## src/rtl/fpio_ram.sv

```systemverilog
// Generic single-write, single-read RAM with registered read data.
`default_nettype none

module fpio_ram #(
  parameter int unsigned WIDTH = 8,
  parameter int unsigned DEPTH = 16
) (
  input  wire logic                                        clk_i,
  input  wire logic                                        we_i,
  input  wire logic [((DEPTH > 1) ? $clog2(DEPTH) : 1)-1:0] waddr_i,
  input  wire logic [WIDTH-1:0]                            wdata_i,
  input  wire logic                                        re_i,
  input  wire logic [((DEPTH > 1) ? $clog2(DEPTH) : 1)-1:0] raddr_i,
  output logic      [WIDTH-1:0]                            rdata_o
);

  logic [WIDTH-1:0] mem_q [DEPTH];
  logic [WIDTH-1:0] rdata_q;

  // Write port
  always_ff @(posedge clk_i) begin
    if (we_i) begin
      mem_q[waddr_i] <= wdata_i;
    end
  end

  // Registered read port
  always_ff @(posedge clk_i) begin
    if (re_i) begin
      rdata_q <= mem_q[raddr_i];
    end
  end

  assign rdata_o = rdata_q;

endmodule

`default_nettype wire

```

## config.mk

```make
export PLATFORM = sky130hd
export DESIGN_NAME = fpio_ram
export DESIGN_NICKNAME = d
export VERILOG_FILES = /design/src/rtl/fpio_ram.sv
export SDC_FILE = /design/constraint.sdc
export NUM_CORES = 1
export LEC_CHECK = 0
export BUFFER_PORTS_ARGS = -buffer_cell sky130_fd_sc_hd__buf_2
export CAP_MARGIN = 20
export CORE_MARGIN = 3
export CORE_UTILIZATION = 60
export DETAILED_ROUTE_END_ITERATION = 7
export PLACE_DENSITY_LB_ADDON = 0.12
export SYNTH_ARGS = -nofsm -noshare
export SYNTH_HDL_FRONTEND = slang
export SYNTH_SLANG_ARGS = --single-unit
export TNS_END_PERCENT = 100
```

## constraint.sdc

```tcl
create_clock -name clk_i -period 5 [get_ports clk_i]
set_input_delay 0.75 -clock clk_i [delete_from_list [all_inputs] [get_ports clk_i]]
set_output_delay 0.75 -clock clk_i [all_outputs]
set_load 0.01 [all_outputs]
```

* Word level (Yosys, flattened, before mapping)
Memories as Yosys holds them, arrays and structs flattened. A register that Yosys moved wholly into a read port is not among the register bits. Index checks and enable logic that the tools add are counted.
Operators by class: muxes and demuxes 2
Operators by type and width (number):
- $mux 1 | 2
Storage, ports and cells: register bits after elaboration 0, bits in writable memories 128, bits of input ports 19, output and inout bits 8, logic and storage cells 3, memories kept 1
Memories:
- mem_q | words 16, width 8, rd ports 1, clocked after memory_dff 1, write ports 1, line 17 | logic [WIDTH-1:0] mem_q [DEPTH];

* Depth between registers and ports, before layout
depth after elaboration 2, mapped depth 5, gate-level depth less buffers 3

* Worst setup path before layout
Ideal clock, no wire load.
path type in2reg, from input port waddr_i[2] (netlist bit), to memory mem_q[0][0], enable pin, setup time 0.383 ns, data arrival time 1.860 ns, required time 4.617 ns, path slack 2.757 ns, cell stages on the path 2, path buffers 0, cells stage by stage or3b_2 -> nor3_1
RTL lines:
- from (decl) | line 10 | input wire logic [((DEPTH > 1) ? $clog2(DEPTH) : 1)-1:0] waddr_i,
- to (decl) | line 17
No word-level cell before the write port.

==> impl_metrics.csv <==
group,metric,value,unit
status,status,"finished, final reports clean",
timing,fin_crit,2020,ps
setup_path,r2r.worst_path.cells,3,
setup_path,arrival,2280,ps
logic_synthesis,synth_nets,248,
global_route,grt_pass1_vias,2510,
worst_hold_path,hold_class,"in2reg",
power_and_ir_drop,p_per_area,428,nW/um^2
clock_network,post_cts_buffers,0,
finish,syn2layout_area_growth,15.1,%
drt,via_count,2416,
setup_path,slowest_stage,"mux4_1",
clock_network,htree_num_levels,4,
drt,routedWlPerCell,24.9,um
placement,place.gp.congestion,0.725,
setup_path,crit_chain,"buf_2, buf_12, mux4_1, a22oi_1, nand2_1",
finish,antenna_cells,0,
global_route,grt_antenna_before_repair,0,
finish,drive_gt1_frac,0.286,
logic_synthesis,yosys_warnings,0,
setup_path,max_stage_delay,590,ps
global_route,grtUsageTotal,0.217,
finish,fin_util,0.721,
clock_network,cts_inserted_buffers,17,
setup_path,critPathBufInv,2,
global_route,grt.overflow.total,0,
finish,final_common_cell,"edfxtp_1",
placement,placed_cell_area,5430,sq um
global_route,top_usage_layer,"met2",
floorplan,fp.dieW,99.3,um
logic_synthesis,synth_area_per_cell,22.8,sq um
clock_network,ctsResizeCount,0,
logic_synthesis,mappedNetlistArea,5230,sq um
drt,drt_pass1_iterations,4,
timing,slew_headroom,0.320,
timing,tightest_slew,1020,ps
timing,setup_viol,0,
floorplan,rows,33,
floorplan,ioPinCount,27,
drt,antenna_left,0,
global_route,met2_usage,0.321,
timing,period_share,0.404,
clock_network,clock-sinks,136,
floorplan,die_area,9870,sq um
setup_path,path_depth,5,
floorplan,core_area,8340,sq um
setup_path,worstPathMaxFanout,25,
clock_network,cts_max_path_buffers,2,
floorplan,start_util,0.627,
clock_network,cts_tree,"done",
clock_network,clk_pin_slew_worst_paths,60,ps
logic_synthesis,ys_types,18,
clock_network,clockRootBuffer,"clkbuf_8",
logic_synthesis,ys_seq_area_frac,0.781,
timing,final_max_slew_viol_count,0,
setup_path,start_kind,"primary input",
worst_hold_path,whs_path_depth,1,
clock_network,clk_latency,520,ps
placement,port_buffers,26,
timing,timing.hold.ws,608,ps
logic_synthesis,ys_ff_latch,136,
finish,final_nets,286,
timing,finalSetupTns,0,ps
placement,hpwl,5690,um
timing,hold_viol,0,
drt,totalWireLength,9580,um
global_route,grt_pass1_wl,14900,um
clock_network,cts_hold_buffers,0,
global_route,grt_max_degree,33,
global_route,use_met3,0.0617,
power_and_ir_drop,p_total,2.58,mW
drt,detail_route.iter0.violations,183,
timing,rsz0062_at_grt,"false",
timing,fmax,495,MHz
timing,clock_skew,7.39,ps
drt,vias_per_cell,6.28,
power_and_ir_drop,ir_drop,0.251,mV
setup_path,cp_top_family,"multiplexers",
setup_path,critPathCaptureType,"flop",
setup_path,required,5250,ps
setup_path,crit_type,"in2reg",
floorplan,fp.dieH,99.3,um
drt,drcViolationCount,0,
global_route,grt.met1_usage,0.315,
finish,fillers,474,
power_and_ir_drop,leakage,2.00,nW
logic_synthesis,syn_inst,229,
finish,final_cell_mix,"136 x edfxtp_1, 26 x buf_2, 18 x mux4_2",
finish,stdcell_area,6020,sq um
run,drv_cap,0,
## power by group
part | total (mW) | internal (mW) | leakage [nW] | switching [mW]
combinational | 0.113 | 0.0461 | 0.495 | 0.0668
sequential | 1.29 | 1.28 | 1.24 | 0.00668
clock | 1.17 | 0.711 | 0.265 | 0.461
total | 2.58 | 2.04 | 2.00 | 0.534
## state kept, by name, summed over array words and instances (netlist names)
register and cells:
mem_q 128, rdata_o 8
## cell usage after synthesis (all sizes together)
library cell | n | share of area
nand2 | 9 | 0.0065
buf | 7 | 0.011
and2 | 1 | 0.0012
nor3 | 4 | 0.0038
nand3 | 1 | 0.00096
nor2b | 1 | 0.0012
and2b | 1 | 0.0014
clkdlybuf4s25 | 3 | 0.0057
or3b | 1 | 0.0017
nand3b | 2 | 0.0029
nor2 | 13 | 0.0093
edfxtp | 136 | 0.78
mux4 | 32 | 0.15
a22oi | 16 | 0.023
nand2b | 2 | 0.0024
## metal layers
| metal | routed length, um | vias to the layer above |
|---|---|---|
| li1 | - | 1059 |
| met1 | 4080 | 1249 |
| met2 | 4730 | 102 |
| met3 | 715 | 6 |
| met4 | 58 | 0 |
| met5 | 0 | - |
## cell type report
cell class                      instances  area, sq um  area share
Sequential cell                       136         4080       0.679
Tap cell                              105          131      0.0218
Clock inverter                         14          151      0.0252
Clock buffer                           18          418      0.0695
Multi-Input combinational cell         83         1070       0.177
Timing Repair Buffer                   29          165      0.0274
## cells by family after synthesis
group	count (synthesis)	share of synthesized area
compound gates	16	0.0230
simple gates	35	0.0314
buf+inv	10	0.0165
flops	136	0.781
mux	32	0.148
## through the flow
step / cells / worst slack [ps]
after floorplan: 229 / 2760
after global placement: 352 / 2090
after detailed placement: 352 / 2060
after CTS: 384 / 2610
after global routing: 385 / 2910
final: 385 / 2980
## worst paths after layout
path,startpoint,endpoint,slack (ps)
setup / recovery,raddr_i[0],rdata_o[4],2980
hold / removal,re_i,rdata_o[5],610
setup reg to reg,mem_q[8][4],rdata_o[4],3480
hold reg to reg,mem_q[14][3],rdata_o[3],750
## worst register-to-register path: stages (launching register included)
cell,delay [ps]
edfxtp_1,360
mux4_1,500
a22oi_1,290
nand2_1,100
(Power assumes the default switching activity.)
