<file path="config.mk">
export PLATFORM = sky130hd
export DESIGN_NAME = fpio_match
export DESIGN_NICKNAME = d
export VERILOG_FILES = /design/src/rtl/fpio_pkg.sv /design/src/rtl/fpio_match.sv
export SDC_FILE = /design/constraint.sdc
export NUM_CORES = 1
export LEC_CHECK = 0
export BUFFER_PORTS_ARGS = -buffer_cell sky130_fd_sc_hd__buf_4
export CORE_AREA = 3 3 482 484
export CTS_CLUSTER_DIAMETER = 120
export DETAILED_ROUTE_END_ITERATION = 8
export DIE_AREA = 0 0 485 487
export GPL_TIMING_DRIVEN = 0
export HOLD_SLACK_MARGIN = 0.06
export SETUP_SLACK_MARGIN = 0.5
export SYNTH_ARGS = -nofsm -noshare
export SYNTH_HDL_FRONTEND = slang
export SYNTH_SLANG_ARGS = --single-unit
</file>
<file path="constraint.sdc">
create_clock -name clk_i -period 19.4 [get_ports clk_i]
set_clock_uncertainty 0.05 [all_clocks]
set_input_delay 0.97 -clock clk_i [delete_from_list [all_inputs] [get_ports clk_i]]
set_output_delay 0.97 -clock clk_i [all_outputs]
set_load 0.02 [all_outputs]
</file>
<file path="src/rtl/fpio_pkg.sv">
// Shared types, constants and codes for the file I/O enter/exit pairing block.
`default_nettype none

package fpio_pkg;

  // Pending table geometry
  localparam int unsigned TABLE_DEPTH = 16;
  localparam int unsigned IDX_W       = (TABLE_DEPTH > 1) ? $clog2(TABLE_DEPTH) : 1;

  // Input mode codes
  localparam logic [1:0] MODE_ENTER = 2'd0;
  localparam logic [1:0] MODE_EXIT  = 2'd1;
  localparam logic [1:0] MODE_CLEAR = 2'd2;

  // Result kind codes
  localparam logic [2:0] KIND_STORED    = 3'd0;
  localparam logic [2:0] KIND_FULL      = 3'd1;
  localparam logic [2:0] KIND_MATCHED   = 3'd2;
  localparam logic [2:0] KIND_UNMATCHED = 3'd3;
  localparam logic [2:0] KIND_CLEARED   = 3'd4;

  localparam logic [63:0] TS_INVALID = {64{1'b1}};

  // One pending enter item as held in the table memory
  typedef struct packed {
    logic [31:0] order;
    logic [63:0] ts;
    logic [31:0] thread_id;
    logic        is_write;
    logic [31:0] main_device;
    logic [31:0] sub_device;
    logic [63:0] inode;
    logic [63:0] file_offset;
    logic [63:0] request_bytes;
    logic [63:0] enter_size;
    logic [63:0] file_id;
  } slot_t;

  // Fields of an exit item that the compare unit checks against
  typedef struct packed {
    logic [63:0] ts;
    logic [31:0] thread_id;
    logic        is_write;
    logic [31:0] main_device;
    logic [31:0] sub_device;
    logic [63:0] inode;
    logic [63:0] file_offset;
    logic [63:0] request_bytes;
    logic [63:0] actual_bytes;
  } exit_key_t;

  // Best candidate found so far during a scan
  typedef struct packed {
    logic             found;
    logic [IDX_W-1:0] idx;
    logic [63:0]      ts;
    logic [63:0]      file_offset;
    logic [63:0]      enter_size;
    logic [63:0]      file_id;
  } best_t;

  // Compare-stage control from the sequencer
  typedef struct packed {
    logic             init;
    logic             cmp_en;
    logic             slot_valid;
    logic [IDX_W-1:0] idx;
  } cmp_ctrl_t;

endpackage

`default_nettype wire

</file>
<file path="src/rtl/fpio_match.sv">
// Shared compare unit: checks one table entry per cycle against an exit item
// and keeps the best candidate.
`default_nettype none

module fpio_match (
  input  wire logic               clk_i,
  input  wire logic               rst_ni,
  input  wire fpio_pkg::cmp_ctrl_t ctrl_i,
  input  wire fpio_pkg::slot_t     slot_i,
  input  wire fpio_pkg::exit_key_t key_i,
  input  wire logic [31:0]        counter_i,
  output fpio_pkg::best_t          best_o
);
  import fpio_pkg::*;

  logic        found_q;
  logic [IDX_W-1:0] idx_q;
  logic [63:0] ts_q;
  logic [63:0] offset_q;
  logic [63:0] size_q;
  logic [63:0] fid_q;
  logic [31:0] age_q;

  logic        keys_eq;
  logic        offset_ok;
  logic        is_match;
  logic        is_better;
  logic [31:0] age;
  logic [63:0] end_offset;

  // Match test for the entry now on the read port
  always_comb begin
    keys_eq = (slot_i.thread_id == key_i.thread_id) &&
              (slot_i.is_write == key_i.is_write) &&
              (slot_i.main_device == key_i.main_device) &&
              (slot_i.sub_device == key_i.sub_device) &&
              (slot_i.inode == key_i.inode) &&
              (slot_i.request_bytes == key_i.request_bytes);
    end_offset = slot_i.file_offset + key_i.actual_bytes;
    offset_ok  = (end_offset == key_i.file_offset);
    is_match   = ctrl_i.slot_valid && !key_i.actual_bytes[63] && keys_eq &&
                 (slot_i.ts < key_i.ts) && offset_ok;
    age        = counter_i - slot_i.order;
    is_better  = !found_q || (slot_i.ts > ts_q) || ((slot_i.ts == ts_q) && (age > age_q));
  end

  // Track found flag
  always_ff @(posedge clk_i or negedge rst_ni) begin
    if (!rst_ni) begin
      found_q <= 1'b0;
    end else if (ctrl_i.init) begin
      found_q <= 1'b0;
    end else if (ctrl_i.cmp_en && is_match) begin
      found_q <= 1'b1;
    end
  end

  // Hold the best candidate's data
  always_ff @(posedge clk_i) begin
    if (ctrl_i.cmp_en && is_match && is_better) begin
      idx_q    <= ctrl_i.idx;
      ts_q     <= slot_i.ts;
      offset_q <= slot_i.file_offset;
      size_q   <= slot_i.enter_size;
      fid_q    <= slot_i.file_id;
      age_q    <= age;
    end
  end

  assign best_o.found       = found_q;
  assign best_o.idx         = idx_q;
  assign best_o.ts          = ts_q;
  assign best_o.file_offset = offset_q;
  assign best_o.enter_size  = size_q;
  assign best_o.file_id     = fid_q;

endmodule

`default_nettype wire
</file>
== After elaboration in Yosys (flattened, before gate mapping) ==
Index checks and enable logic that the tools add are counted.

* Order comparisons: 3
* Reduce and logical (&&, ||, !) cells: 17
* Eq/ne operators: 8
* Multiplexer cells: 2
* Add/sub/neg operators: 2

{| class="wikitable"
|+ Operators with widths
! cell !! count
|-
| $eq A64 B64 Y1 || 4
|-
| $eq A32 B32 Y1 || 3
|-
| $add A64 B64 Y64 || 1
|-
| $gt A64 B64 Y1 || 1
|-
| $lt A64 B64 Y1 || 1
|-
| $gt A32 B32 Y1 || 1
|-
| $sub A32 B32 Y32 || 1
|-
| $logic_and A1 B1 Y1 || 12
|-
| $logic_not A1 Y1 || 2
|-
| $logic_or A1 B1 Y1 || 2
|-
| $mux W1 || 2
|-
| $reduce_bool A2 Y1 || 1
|-
| $eq A1 B1 Y1 || 1
|}

* Logic and storage cells: 39
* Bits in registers: 293
* Input port bits: 971

== Depth between registers and ports, before layout ==
* Depth after elaboration: 12
* Mapped depth: 25
* Gate-level depth less buffers: 25

== Worst setup path after synthesis ==
Ideal clock, no wire load.

* Path kind: input -> register
* Start: input port counter_i[0]
* End: register age_q[0], enable pin
* Cell stages on the path: 23
* Slack: 1.776 ns
* Data required time: 18.412 ns
* Arrival: 16.636 ns
* Buffers on the path: 0
* Cells stage by stage: inv_1 ha_1 inv_1 fa_1 a21o_1 a21oi_1 o21ai_0 a31oi_1 o21ai_0 o221ai_1 o21ba_2 o21ai_0 a21o_1 a21o_1 a21oi_1 xnor2_1 ha_1 nand4_1 or2_2 nor3_1 a21boi_0 o21ai_0 a311oi_2

* Longest elaborated chain between the ends: 5

{| class="wikitable"
|+ Ends and longest elaborated chain
! item !! RTL line !! source
|-
| from (decl) || fpio_match.sv:11 || <nowiki>input wire logic [31:0] counter_i,</nowiki>
|-
| $sub A32 B32 Y32 || fpio_match.sv:43 || <nowiki>age = counter_i - slot_i.order;</nowiki>
|-
| named net age[30] || fpio_match.sv:28 || <nowiki>logic [31:0] age;</nowiki>
|-
| $gt A32 B32 Y1 || fpio_match.sv:44 || <nowiki>is_better = !found_q || (slot_i.ts > ts_q) || ((slot_i.ts == ts_q) && (age > age_q));</nowiki>
|-
| $logic_and A1 B1 Y1 || fpio_match.sv:44 ||
|-
| $logic_or A1 B1 Y1 || fpio_match.sv:44 ||
|-
| $logic_and A1 B1 Y1 || fpio_match.sv:60 || <nowiki>if (ctrl_i.cmp_en && is_match && is_better) begin</nowiki>
|-
| to (signal assigned) || fpio_match.sv:66 || <nowiki>age_q <= age;</nowiki>
|-
| to (decl) || fpio_match.sv:22 || <nowiki>logic [31:0] age_q;</nowiki>
|}

The timed path passes the listed nets, and every way through them passes these cells.
A chain may end at the register's enable or synchronous reset.

== Final worst setup path ==
* Start: input port counter_i[0]
* End: register offset_q[31], enable pin

* Longest elaborated chain between the ends: 5

{| class="wikitable"
|+ Ends and longest elaborated chain
! item !! RTL line !! source
|-
| $sub A32 B32 Y32 || fpio_match.sv:43 ||
|-
| named net age[30] || fpio_match.sv:28 ||
|-
| $gt A32 B32 Y1 || fpio_match.sv:44 ||
|-
| $logic_and A1 B1 Y1 || fpio_match.sv:44 ||
|-
| $logic_or A1 B1 Y1 || fpio_match.sv:44 ||
|-
| $logic_and A1 B1 Y1 || fpio_match.sv:60 ||
|-
| to (signal assigned) || fpio_match.sv:63 || <nowiki>offset_q <= slot_i.file_offset;</nowiki>
|-
| to (decl) || fpio_match.sv:19 || <nowiki>logic [63:0] offset_q;</nowiki>
|}

The timed path passes the listed nets, and every way through them passes these cells.

==> results.md <==
- # resized after CTS: 0
- CP max stage cell: a311oi_4
- Part of the Yosys area used for sequential elements: a little under two fifths
- CP top delay family: compound AO/OA/AOI/OAI gates
- P&R area growth vs syn: 64.5%
- Top cell type's share of synthesized area: 38.0%
- Final net count: roughly 4900
- CP Launch Type: input port
- Peak supply drop: 60.9 uV
- Syn_area_per_cell: between 9 and 10 um2
- Minimum clock period: 8850 ps
- FF+latch count, synth: 293
- Vias in the first global route: 25900
- DIE AREA: 0.236 mm2
- Status: finished, violations left
- CTS H-tree depth: 2
- Worst slew pin tran: between 1500 and 2000 ps
- Slowest Stage Delay on Critical Path: 880 ps
- RSZ-0062 raised after global routing: no
- Hold Path Class: input port to flop
- DRT iter0 DRCs: between 2000 and 2500
- FF-to-FF End: offset_q[31]
- Detailed placer's ending HPWL: approximately 210000 um
- Yosys warns: 0
- Average wire per standard cell: 32.8 um
- CP max FO: 19
- Core area: roughly 0.23 mm2
- Final ANT Viol Nets: 0
- Syn nets: 3628
- CTS buffer count: 43
- Via density: 3.86
- EDFF count, synth: 292
- Worst reg-to-reg path cell count: 21
- Hold_sp: ctrl_i[6]
- FFs w/ async S/R, synth: 0.341%
- Fin worst setup slack: between 10000 and 15000 ps
- RePlAce Congestion: 1.01
- Fmax: 113 MHz
- Clock sinks: 293
- Setup Viol. Count Final: 0
- Final WL: 223000 um
- Layout cells sized above 1: 37.0%
- Dominant cell type by area after synthesis: edfxtp_1
- Synth Instances: 2402
- Final Hold Fails: 0
- WHS Endpoint: found_q
- First-pass GRT wire length: about 270000 um
- IO Pins: between 1000 and 1500
- Netlist cell types: 92
- Initial antenna violation count: 211
- CTS tree: yes
- Initial Util: approximately a tenth
- Critical path class: input port to flop
- Most frequent cell after synthesis: edfxtp_1
- Required time worst endpoint: 19680 ps
- Remaining DRCs: 0
- CP Data Arrival Time: 9130 ps
- Number of port buffers: 1231
- Mapped Area: roughly 0.023 mm2
- Site Rows: 175
- Worst slew margin: -3.18%
- Leakage: 16.1 nW
- Crit path buf inv count: 12
- Worst-path clk slew: 60 ps
- Layout filler cell count: between 20000 and 30000
- Vias post-DR: ~26000
- Reg2reg start: ts_q[63]
- Die width: a little under 500 um
- Tot GR Track Use: 17.9%
- Pre-antenna DRT Iters: 5
- Period Utilization, post-route: 45.6%
- Total gr overflow: 0
- Layout Cells excl Fill: a little under 7000
- Pwr Density: 56.9 mW/mm2
- Hold Path Cell Cnt: 2
- CTS max path bufs: 3
- Failing checks: max-capacitance violations, max-slew violations
- CP endpoint kind: flop
- Die Y: 487 um
- Ranking of synthesized cells by area: edfxtp_1, ha_1, xnor2_1
- Slew Limit Fails: 2
- Prevailing post-synth register cell: edfxtp_1
- Cells after DPL: between 6000 and 7000
- Dpl ws: 9770 ps
- R2R Setup Slk: 13100 ps
- Largest net degree at the start of global routing: 20
- Clk_lat worst skew: 640 ps
- Post-synth top cells: edfxtp_1, inv_1, ha_1
- Root buffer cell: clkbuf_16
- Max-cap violations: 1
- Crit-path most repeated cell: buf_8
## area by class of cell
class,count,area [um2],share of cell area [%]
Antenna cell,48,120,0.317
Buffer,40,168,0.442
Clock buffer,46,1090,2.87
Clock inverter,30,238,0.627
Inverter,286,1070,2.83
Multi-Input combinational cell,1783,13100,34.4
Sequential cell,293,8790,23.2
Tap cell,3009,3760,9.92
Timing Repair Buffer,1257,9630,25.4
## layout by cell type (no fill, tap or decap), drive strengths merged, types with 101 or more instances in the layout
master / n
nand2: 143
buf: 1266
xor2: 127
nand4: 101
ha: 253
a21oi: 182
xnor2: 143
edfxtp: 292
inv: 292
o21ai: 131
nor2: 107
## report_power, final
| group | total (W) | leakage, nW | switching (W) | internal, W |
|---|---|---|---|---|
| Sequential | 0.000700 | 2.64 | 0.00000000000000000000660 | 0.000700 |
| Combinational | 0.000694 | 12.8 | 0.000398 | 0.000296 |
| Clock | 0.000766 | 0.646 | 0.000343 | 0.000423 |
| Total | 0.00216 | 16.1 | 0.000741 | 0.00142 |
## cells by family after synthesis
family	after synthesis	share of synthesized area, %
mux	12	0.548
simple gates	644	14.7
compound gates	602	17.1
buf+inv	326	5.38
flops	293	38.1
xor+xnor	270	10.3
fa+ha+maj	255	13.9
## per-stage QoR
stage | hold WS, ps | cell area, um2 | TNS [ps] | utilization (%) | power (W)
4_1_cts | 363 | 37800 | 0 | 16.6 | 0.00219
2_1_floorplan | 483 | 23100 | 0 | - | 0.00102
3_3_place_gp | 515 | 36100 | -2380290 | 15.8 | 0.00140
3_5_place_dp | 549 | 36500 | 0 | 16.0 | 0.00140
6_report | 434 | 37900 | 0 | 16.7 | 0.00216
5_1_grt | 388 | 37900 | 0 | 16.6 | 0.00227
## worst max-delay path by stage
stage / start / endpoint / depth (start not counted)
after floorplan: counter_i[0] / age_q[0] / 23
after global placement: slot_i[192] / size_q[24] / 14
after detailed placement: key_i[67] / fid_q[7] / 22
after CTS: key_i[67] / offset_q[31] / 22
after global routing: counter_i[0] / size_q[24] / 33
final: counter_i[0] / offset_q[31] / 33
## layer usage
layer / up-vias / global-route usage, % / wire length [um]
met5: - / 0 / 839
met4: 132 / 7.55 / 11000
met3: 441 / 7.68 / 23400
met2: 1532 / 30.1 / 104000
met1: 12600 / 19.7 / 83500
li1: 11500 / - / -
## what timing repair did
action,4_1_cts,5_1_grt
hold buffers,1,0
endpoints found under the hold margin,1,0
setup buffers,0,0
endpoints found under the setup margin,0,0
## sequential cells by signal, indices dropped and copies added, names as in the netlist
| register | count |
|---|---|
| age_q | 32 |
| fid_q | 64 |
| found_q | 1 |
| idx_q | 4 |
| offset_q | 64 |
| size_q | 64 |
| ts_q | 64 |
## worst reg2reg max path: cells and delay by family (launching register included)
kind	cells	cell delay, ps
simple gates	5	1860
buf+inv	11	2020
fa+ha+maj	1	550
compound gates	4	1180
flops	1	340
(Power assumes the default switching activity.)
